==> src/hw/rtl/pld_pkg.sv <==
// Package with shared constants for the pixel level threshold dither unit.
package pld_pkg;

  localparam int unsigned DataW      = 8;
  localparam int unsigned ModeW      = 2;
  localparam int unsigned FactorW    = 7;
  localparam int unsigned CfgIdxW    = 3;
  localparam int unsigned ChanStages = 7;
  localparam int unsigned Stages     = ChanStages + 1;

  // Reciprocal multipliers: floor(x / d) == (x * Mul) >> DivShift over the ranges used.
  localparam int unsigned DivShift      = 23;
  localparam int unsigned DivHundredMul = 83887;
  localparam int unsigned DivFiftyMul   = 167773;

  localparam int unsigned MidLevel = 128;
  localparam int unsigned MaxLevel = 255;

  localparam logic [CfgIdxW-1:0] CfgMode       = 3'd0;
  localparam logic [CfgIdxW-1:0] CfgRedGain    = 3'd1;
  localparam logic [CfgIdxW-1:0] CfgGreenGain  = 3'd2;
  localparam logic [CfgIdxW-1:0] CfgBlueGain   = 3'd3;
  localparam logic [CfgIdxW-1:0] CfgBrightness = 3'd4;
  localparam logic [CfgIdxW-1:0] CfgContrast   = 3'd5;
  localparam logic [CfgIdxW-1:0] CfgTriLow     = 3'd6;
  localparam logic [CfgIdxW-1:0] CfgTriHigh    = 3'd7;

  localparam logic [ModeW-1:0] ModeSolid   = 2'd0;
  localparam logic [ModeW-1:0] ModeTritone = 2'd1;

  localparam logic [ModeW-1:0]   RstMode    = ModeSolid;
  localparam logic [DataW-1:0]   RstGain    = 8'd100;
  localparam logic [FactorW-1:0] RstFactor  = 7'd50;
  localparam logic [DataW-1:0]   RstTriLow  = 8'd64;
  localparam logic [DataW-1:0]   RstTriHigh = 8'd192;

endpackage

==> src/hw/rtl/pld_chan_adjust.sv <==
// Pipelined gain, contrast, brightness and clamp for one color channel.
module pld_chan_adjust (
  input  logic                                clk_i,
  input  logic [pld_pkg::ChanStages-1:0]      en_i,
  input  logic [pld_pkg::DataW-1:0]           level_i,
  input  logic [pld_pkg::DataW-1:0]           gain_i,
  input  logic [pld_pkg::FactorW-1:0]         contrast_i,
  input  logic [pld_pkg::FactorW-1:0]         brightness_i,
  output logic [pld_pkg::DataW-1:0]           level_o
);

  // Stage 0: raw gain product.
  logic [15:0] gain_prod_q;
  // Stage 1: gain product divided by 100.
  logic [32:0] gain_recip;
  logic [9:0]  scaled_d, scaled_q;
  // Stage 2: contrast product around the mid level.
  logic signed [10:0] centered;
  logic signed [18:0] con_prod_d, con_prod_q;
  // Stage 3: contrast quotient magnitude and sign.
  logic [18:0] con_mag;
  logic [36:0] con_recip;
  logic [10:0] con_quo_d, con_quo_q;
  logic        con_neg_q;
  // Stage 4: brightness product.
  logic signed [11:0] con_level;
  logic signed [19:0] bri_prod_d, bri_prod_q;
  // Stage 5: brightness quotient magnitude and sign.
  logic [19:0] bri_mag;
  logic [37:0] bri_recip;
  logic [11:0] bri_quo_d, bri_quo_q;
  logic        bri_neg_q;
  // Stage 6: clamped level.
  logic [pld_pkg::DataW-1:0] clamp_d, clamp_q;

  assign gain_recip = 33'(gain_prod_q) * 33'(pld_pkg::DivHundredMul);
  assign scaled_d   = gain_recip[pld_pkg::DivShift +: 10];

  assign centered   = $signed({1'b0, scaled_q}) - 11'sd128;
  assign con_prod_d = 19'(centered) * $signed({12'b0, contrast_i});

  // Truncation toward zero: divide the magnitude, then restore the sign.
  assign con_mag   = con_prod_q[18] ? 19'(-con_prod_q) : 19'(con_prod_q);
  assign con_recip = 37'(con_mag) * 37'(pld_pkg::DivFiftyMul);
  assign con_quo_d = con_recip[pld_pkg::DivShift +: 11];

  assign con_level  = con_neg_q ? (12'sd128 - $signed({1'b0, con_quo_q}))
                                : (12'sd128 + $signed({1'b0, con_quo_q}));
  assign bri_prod_d = 20'(con_level) * $signed({13'b0, brightness_i});

  assign bri_mag   = bri_prod_q[19] ? 20'(-bri_prod_q) : 20'(bri_prod_q);
  assign bri_recip = 38'(bri_mag) * 38'(pld_pkg::DivFiftyMul);
  assign bri_quo_d = bri_recip[pld_pkg::DivShift +: 12];

  always_comb begin
    if (bri_neg_q) begin
      clamp_d = '0;
    end else if (bri_quo_q > 12'(pld_pkg::MaxLevel)) begin
      clamp_d = pld_pkg::DataW'(pld_pkg::MaxLevel);
    end else begin
      clamp_d = bri_quo_q[pld_pkg::DataW-1:0];
    end
  end

  always_ff @(posedge clk_i) begin
    if (en_i[0]) gain_prod_q <= 16'(level_i) * 16'(gain_i);
    if (en_i[1]) scaled_q <= scaled_d;
    if (en_i[2]) con_prod_q <= con_prod_d;
    if (en_i[3]) begin
      con_quo_q <= con_quo_d;
      con_neg_q <= con_prod_q[18];
    end
    if (en_i[4]) bri_prod_q <= bri_prod_d;
    if (en_i[5]) begin
      bri_quo_q <= bri_quo_d;
      bri_neg_q <= bri_prod_q[19];
    end
    if (en_i[6]) clamp_q <= clamp_d;
  end

  assign level_o = clamp_q;

endmodule

==> config.mk <==
export PLATFORM = sky130hd
export DESIGN_NAME = pld_chan_adjust
export DESIGN_NICKNAME = d
export VERILOG_FILES = /design/src/hw/rtl/pld_pkg.sv /design/src/hw/rtl/pld_chan_adjust.sv
export SDC_FILE = /design/constraint.sdc
export NUM_CORES = 2
export LEC_CHECK = 0
export BUFFER_PORTS_ARGS = -buffer_cell sky130_fd_sc_hd__buf_2
export CAP_MARGIN = 40
export CORE_AREA = 2 2 318 320
export DETAILED_ROUTE_END_ITERATION = 16
export DIE_AREA = 0 0 320 322
export HOLD_SLACK_MARGIN = 0.05
export PLACE_DENSITY = 0.5
export SETUP_SLACK_MARGIN = 0.5
export SYNTH_ARGS = -nofsm -noshare
export SYNTH_HDL_FRONTEND = slang
export SYNTH_SLANG_ARGS = --single-unit
export TNS_END_PERCENT = 50
==> constraint.sdc <==
create_clock -name clk_i -period 8.5 [get_ports clk_i]
set_input_delay 1.7 -clock clk_i [delete_from_list [all_inputs] [get_ports clk_i]]
set_output_delay 1.7 -clock clk_i [all_outputs]
set_load 0.005 [all_outputs]
## Yosys cells after proc, flatten, opt, wreduce, memory -nomap -nowiden

Cells that the tools add are included.

- Memory bits (read-only): 0
- Bits of input ports: 38
- Memories kept: 0
- Output and inout bits: 8
- Bits in latches: 0
- Logic and storage cells: 25
- RAM bits: 0
- Flip-flop bits (word level): 98

- Eq/ne operators: 0
- Magnitude comparators: 1
- Shift operators: 0
- Add/subtract/negate cells: 5
- Multiply operators: 6
- Reduce and logical (&&, ||, !) cells: 0
- Bitwise operators: 0
- Divide/modulo/power cells: 0
- Muxes and demuxes: 4

Operators by type and width:

| operator | number |
|---|---|
| $mul 20x18->35 const B | 1 |
| $mul 19x18->34 const B | 1 |
| $mul 16x17->33 const B | 1 |
| $mul 12x8->20 | 1 |
| $mux 20 | 1 |
| $neg 20->20 | 1 |
| $mul 11x8->19 | 1 |
| $mux 19 | 1 |
| $neg 19->19 | 1 |
| $mul 8x8->16 | 1 |
| $add 8x11->12 const A | 1 |
| $gt 12x8->1 const B | 1 |
| $mux 12 | 1 |
| $sub 8x11->12 const A | 1 |
| $sub 10x8->11 const B | 1 |
| $mux 8 | 1 |

## Longest topological paths before layout

- Depth in word-level cells: 3
- Gate-level depth with buffers: 28
- Mapped depth without buffers: 28

## Worst setup path before layout

Ideal clock, no wire load.

- Kind: register to register
- Start: reg bri_prod_q[3]
- End: reg bri_quo_q[8], data pin
- Path slack: 1.048 ns
- Path buffers: 0
- Setup time: 0.262 ns
- Required time: 8.238 ns
- Clock period less this slack: 7.452 ns
- Stages on the path, launching flop included: 25
- Arrival time: 7.190 ns
- Path through: edfxtp_1 > or4_4 > or3_4 > or3_4 > o31a_1 > xor2_1 > ha_1 > fa_1 > inv_1 > fa_1 > inv_1 > fa_1 > fa_1 > inv_1 > fa_1 > inv_1 > ha_1 > a2111oi_0 > o21ai_0 > o21ai_0 > nor3_1 > o41a_1 > a21oi_1 > o21bai_1 > xor2_1

- Cells in the longest elaborated chain, start to end: 3

RTL lines:

| item | line | text |
|---|---|---|
| start: declaration | pld_chan_adjust.sv:27 | `logic signed [19:0] bri_prod_d, bri_prod_q;` |
| start signal: assignment | pld_chan_adjust.sv:73 | `if (en_i[4]) bri_prod_q <= bri_prod_d;` |
| $neg 20->20 | pld_chan_adjust.sv:51 | `assign bri_mag = bri_prod_q[19] ? 20'(-bri_prod_q) : 20'(bri_prod_q);` |
| $mux 20 * | pld_chan_adjust.sv:51 |  |
| $mul 20x18->35 * | pld_chan_adjust.sv:52 | `assign bri_recip = 38'(bri_mag) * 38'(pld_pkg::DivFiftyMul);` |
| net bri_recip[31] | pld_chan_adjust.sv:30 | `logic [37:0] bri_recip;` |
| end signal: assignment | pld_chan_adjust.sv:75 | `bri_quo_q <= bri_quo_d;` |
| end: declaration | pld_chan_adjust.sv:31 | `logic [11:0] bri_quo_d, bri_quo_q;` |

Mark *: on every way through the listed nets, which the timed path passes. The rest lies on a longest branch.
A chain may end at the register's enable or synchronous reset.

## Worst setup path in the final report

Ends and elaborated chain as after synthesis.

==> flow_summary.json <==
{
  "rrSetupSlack_ps": 860,
  "critPathLaunchType": "flip-flop",
  "fmaxAchievable_mhz": 130.9,
  "status": "complete, no violations",
  "place_congestion": 0.8686,
  "hold_path.class": "flip-flop to flip-flop",
  "synth-compound-area-share_pct": 5.339,
  "grt_setup_unrepaired": "true",
  "overflow": 0,
  "hold_viol": 0,
  "final_max_slew_viol_count": 0,
  "antenna_found_initial": 7,
  "ctsRootBufferMaster": "clkbuf_16",
  "cpMostUsedCell": "fa_1",
  "vias": 18954,
  "io_pins": 46,
  "synth_xor_xnor_area_share_pct": 4.096,
  "setup_violations": 0,
  "area_growth_pct": 7.539,
  "synth_enable_flop_cells": 98,
  "start_util_pct": 29.82,
  "syn_area_per_cell_um2": 9.834,
  "synth_cells": 3019,
  "ys.flop_type": "edfxtp_1",
  "drive_gt1_share_pct": 3.475,
  "ant_nets": 0,
  "portBuffers": 45,
  "async_reset_ff_share_pct": 0,
  "post_dp_cell_area_mm2": 0.03160,
  "final_area_mm2": 0.03193,
  "synth_top_family_by_area": "adder cells",
  "yosysUniqueCellTypes": 61,
  "clk_latency_ps": 390,
  "synth_area_leaders": "fa_1 36%, ha_1 23%, inv_1 12%, edfxtp_1 9.9%, xnor2_1 2.7%",
  "grt_use_total_pct": 13.01,
  "drt_iter0_drc": 558,
  "cp-end-kind": "flip-flop",
  "max-cap-violations": 0,
  "fp-row-count": 116,
  "cts_tree": "yes",
  "skew_ps": 16.47,
  "worstSetupPathType": "flip-flop to flip-flop",
  "cts_sinks": 98,
  "vias_per_cell": 4.329,
  "cp_max_fo": 5,
  "dp_hpwl_mm": 57.07,
  "maxSlewHeadroom_pct": 39.94,
  "layout_common_cells": "943 x inv_1, 557 x ha_1, 540 x fa_1, 115 x and2_1, 114 x nand2_1",
  "synthesis.area_mm2": 0.02969,
  "cp_cell_sequence": "or4_4 > or3_4 > or3_4 > o31a_1 > xor2_1 > ha_1 > fa_1 > inv_1 > fa_1 > inv_1 > fa_1 > fa_1 > inv_1 > fa_1 > inv_1 > ha_1 > a2111oi_0 > o21ai_0 > o21ai_0 > nor3_1 > o41a_1 > a21oi_1 > o21bai_1 > xor2_1",
  "syn-num-nets": 4154,
  "finish.utilization_pct": 32.07,
  "cp.required_ps": 8650,
  "synth_area_leader_cell": "fa_1",
  "arrival_ps": 7790,
  "synth_fa_ha_area_share_pct": 59.88,
  "die_h_um": 322,
  "path_clk_slew_ps": 80,
  "fin_crit_ps": 7641,
  "wire_per_inst_um": 14.32,
  "synth_mux_area_share_pct": 0.1011,
  "dieArea_mm2": 0.1030,
  "setup_tns_ps": 0,
  "grt_pass1_vias": 20698,
  "htreeDepth": 3,
  "cp_slowest_stage_delay_ps": 570,
  "synth_top_area_share_pct": 36.41,
  "ys_warn_count": 0,
  "post-route-drc-count": 0,
  "setup_ws_ps": 859.2,
  "nets": 4209,
  "grt_pass1_wl_mm": 107.1,
  "die_x_um": 320,
  "synth_seq_cells": 98,
  "wirelength_mm": 62.67,
  "firstDrtPassIters": 5,
  "grt_max_degree": 22,
  "fin_crit_sh_pct": 89.89,
  "worst_pin_slew_ps": 894.5,
  "max-clock-path-buffers": 2,
  "core_mm2": 0.09957,
  "numCtsBuffers": 9,
  "ys_seq_area_share_pct": 9.912,
  "holdBufCountCts": 0,
  "synth_simple_gate_area_share_pct": 8.429,
  "dp_slack_ps": 422.3,
  "crit_path_top_delay_cell": "or4_4",
  "final_common_cell": "inv_1"
}
-- registers in the layout, indices dropped and copies added, names as in the netlist --
register,count
bri_neg_q,1
bri_prod_q,20
bri_quo_q,12
con_neg_q,1
con_prod_q,19
con_quo_q,11
gain_prod_q,16
level_o,8
scaled_q,10
-- final timing paths --
check / startpoint / to / depth (start not counted)
max: bri_prod_q[3] / bri_quo_q[8] / 24
min: bri_quo_q[4] / level_o[4] / 2
max reg2reg: bri_prod_q[3] / bri_quo_q[8] / 24
min reg2reg: bri_quo_q[4] / level_o[4] / 2
-- stage by stage --
step | hold slack [ps] | cells
after floorplan | 424.4 | 3019
after global placement | 540.4 | 4354
after detailed placement | 536.8 | 4359
after CTS | 555.9 | 4375
after global routing | 574.5 | 4377
final | 549.4 | 4378
-- routing by layer --
metal / track usage [%] / part of all wire [%] / vias to the layer above
li1: - / - / 9370
met1: 17.14 / 47 / 9437
met2: 23.21 / 50 / 113
met3: 1.622 / 2.1 / 26
met4: 1.857 / 0.98 / 8
met5: 0 / 0.088 / -
-- timing repair --
| action | 4_1_cts | 5_1_grt |
|---|---|---|
| endpoints found under the setup margin | 4 | 11 |
| pin swaps | 0 | 1 |
| setup buffers | 0 | 2 |
| resized for setup | 1 | 4 |
-- cells in the mapped netlist, types with 11 or more instances --
cell type / count
nor2_1: 72
o31ai_1: 11
xor2_1: 45
nand3_1: 29
ha_1: 557
a21o_1: 29
and2_1: 115
or3_1: 13
fa_1: 540
inv_1: 944
nand2b_1: 18
a21oi_1: 61
o21ai_0: 45
clkbuf_1: 22
nand2_1: 114
o21bai_1: 12
a211oi_1: 14
edfxtp_1: 98
xnor2_1: 92
nor3_1: 19
nor2b_1: 49
-- cell families (layout without fill, tap and decap cells) --
| logic type | count (synthesis) | count (layout) |
|---|---|---|
| adders and majority gates | 1097 | 1097 |
| buffers and inverters | 968 | 1028 |
| and+or+nand+nor | 477 | 477 |
| AOI/OAI and AO/OA | 238 | 238 |
| xor gates and xnor gates | 138 | 138 |
| DFF | 98 | 98 |
| muxes | 3 | 3 |
| other | 0 | 1 |
-- cell type report --
cell class                 count  area [µm²]
fill                       10540       67640
timing repair buffer          67       387.9
tap                         1298        1624
multi-input combinational   1953       23140
inverter                     945        3551
sequential                    98        2943
clock inverter                 7       52.55
antenna                        1       2.502
clock buffer                   9       225.2
-- critical path, delay by kind of cell, from the launching register on --
kind / cells / cell delay [ps]
XOR/XNOR: 2 / 380
flip-flops: 1 / 450
buffers and inverters: 4 / 190
AO/OA/AOI/OAI: 7 / 1780
AND/OR/NAND/NOR: 4 / 1520
adder cells (fa/ha/maj): 7 / 3070
Power is not shown: default switching activity piles up to over one toggle a cycle in this logic, so the estimate is an artifact.
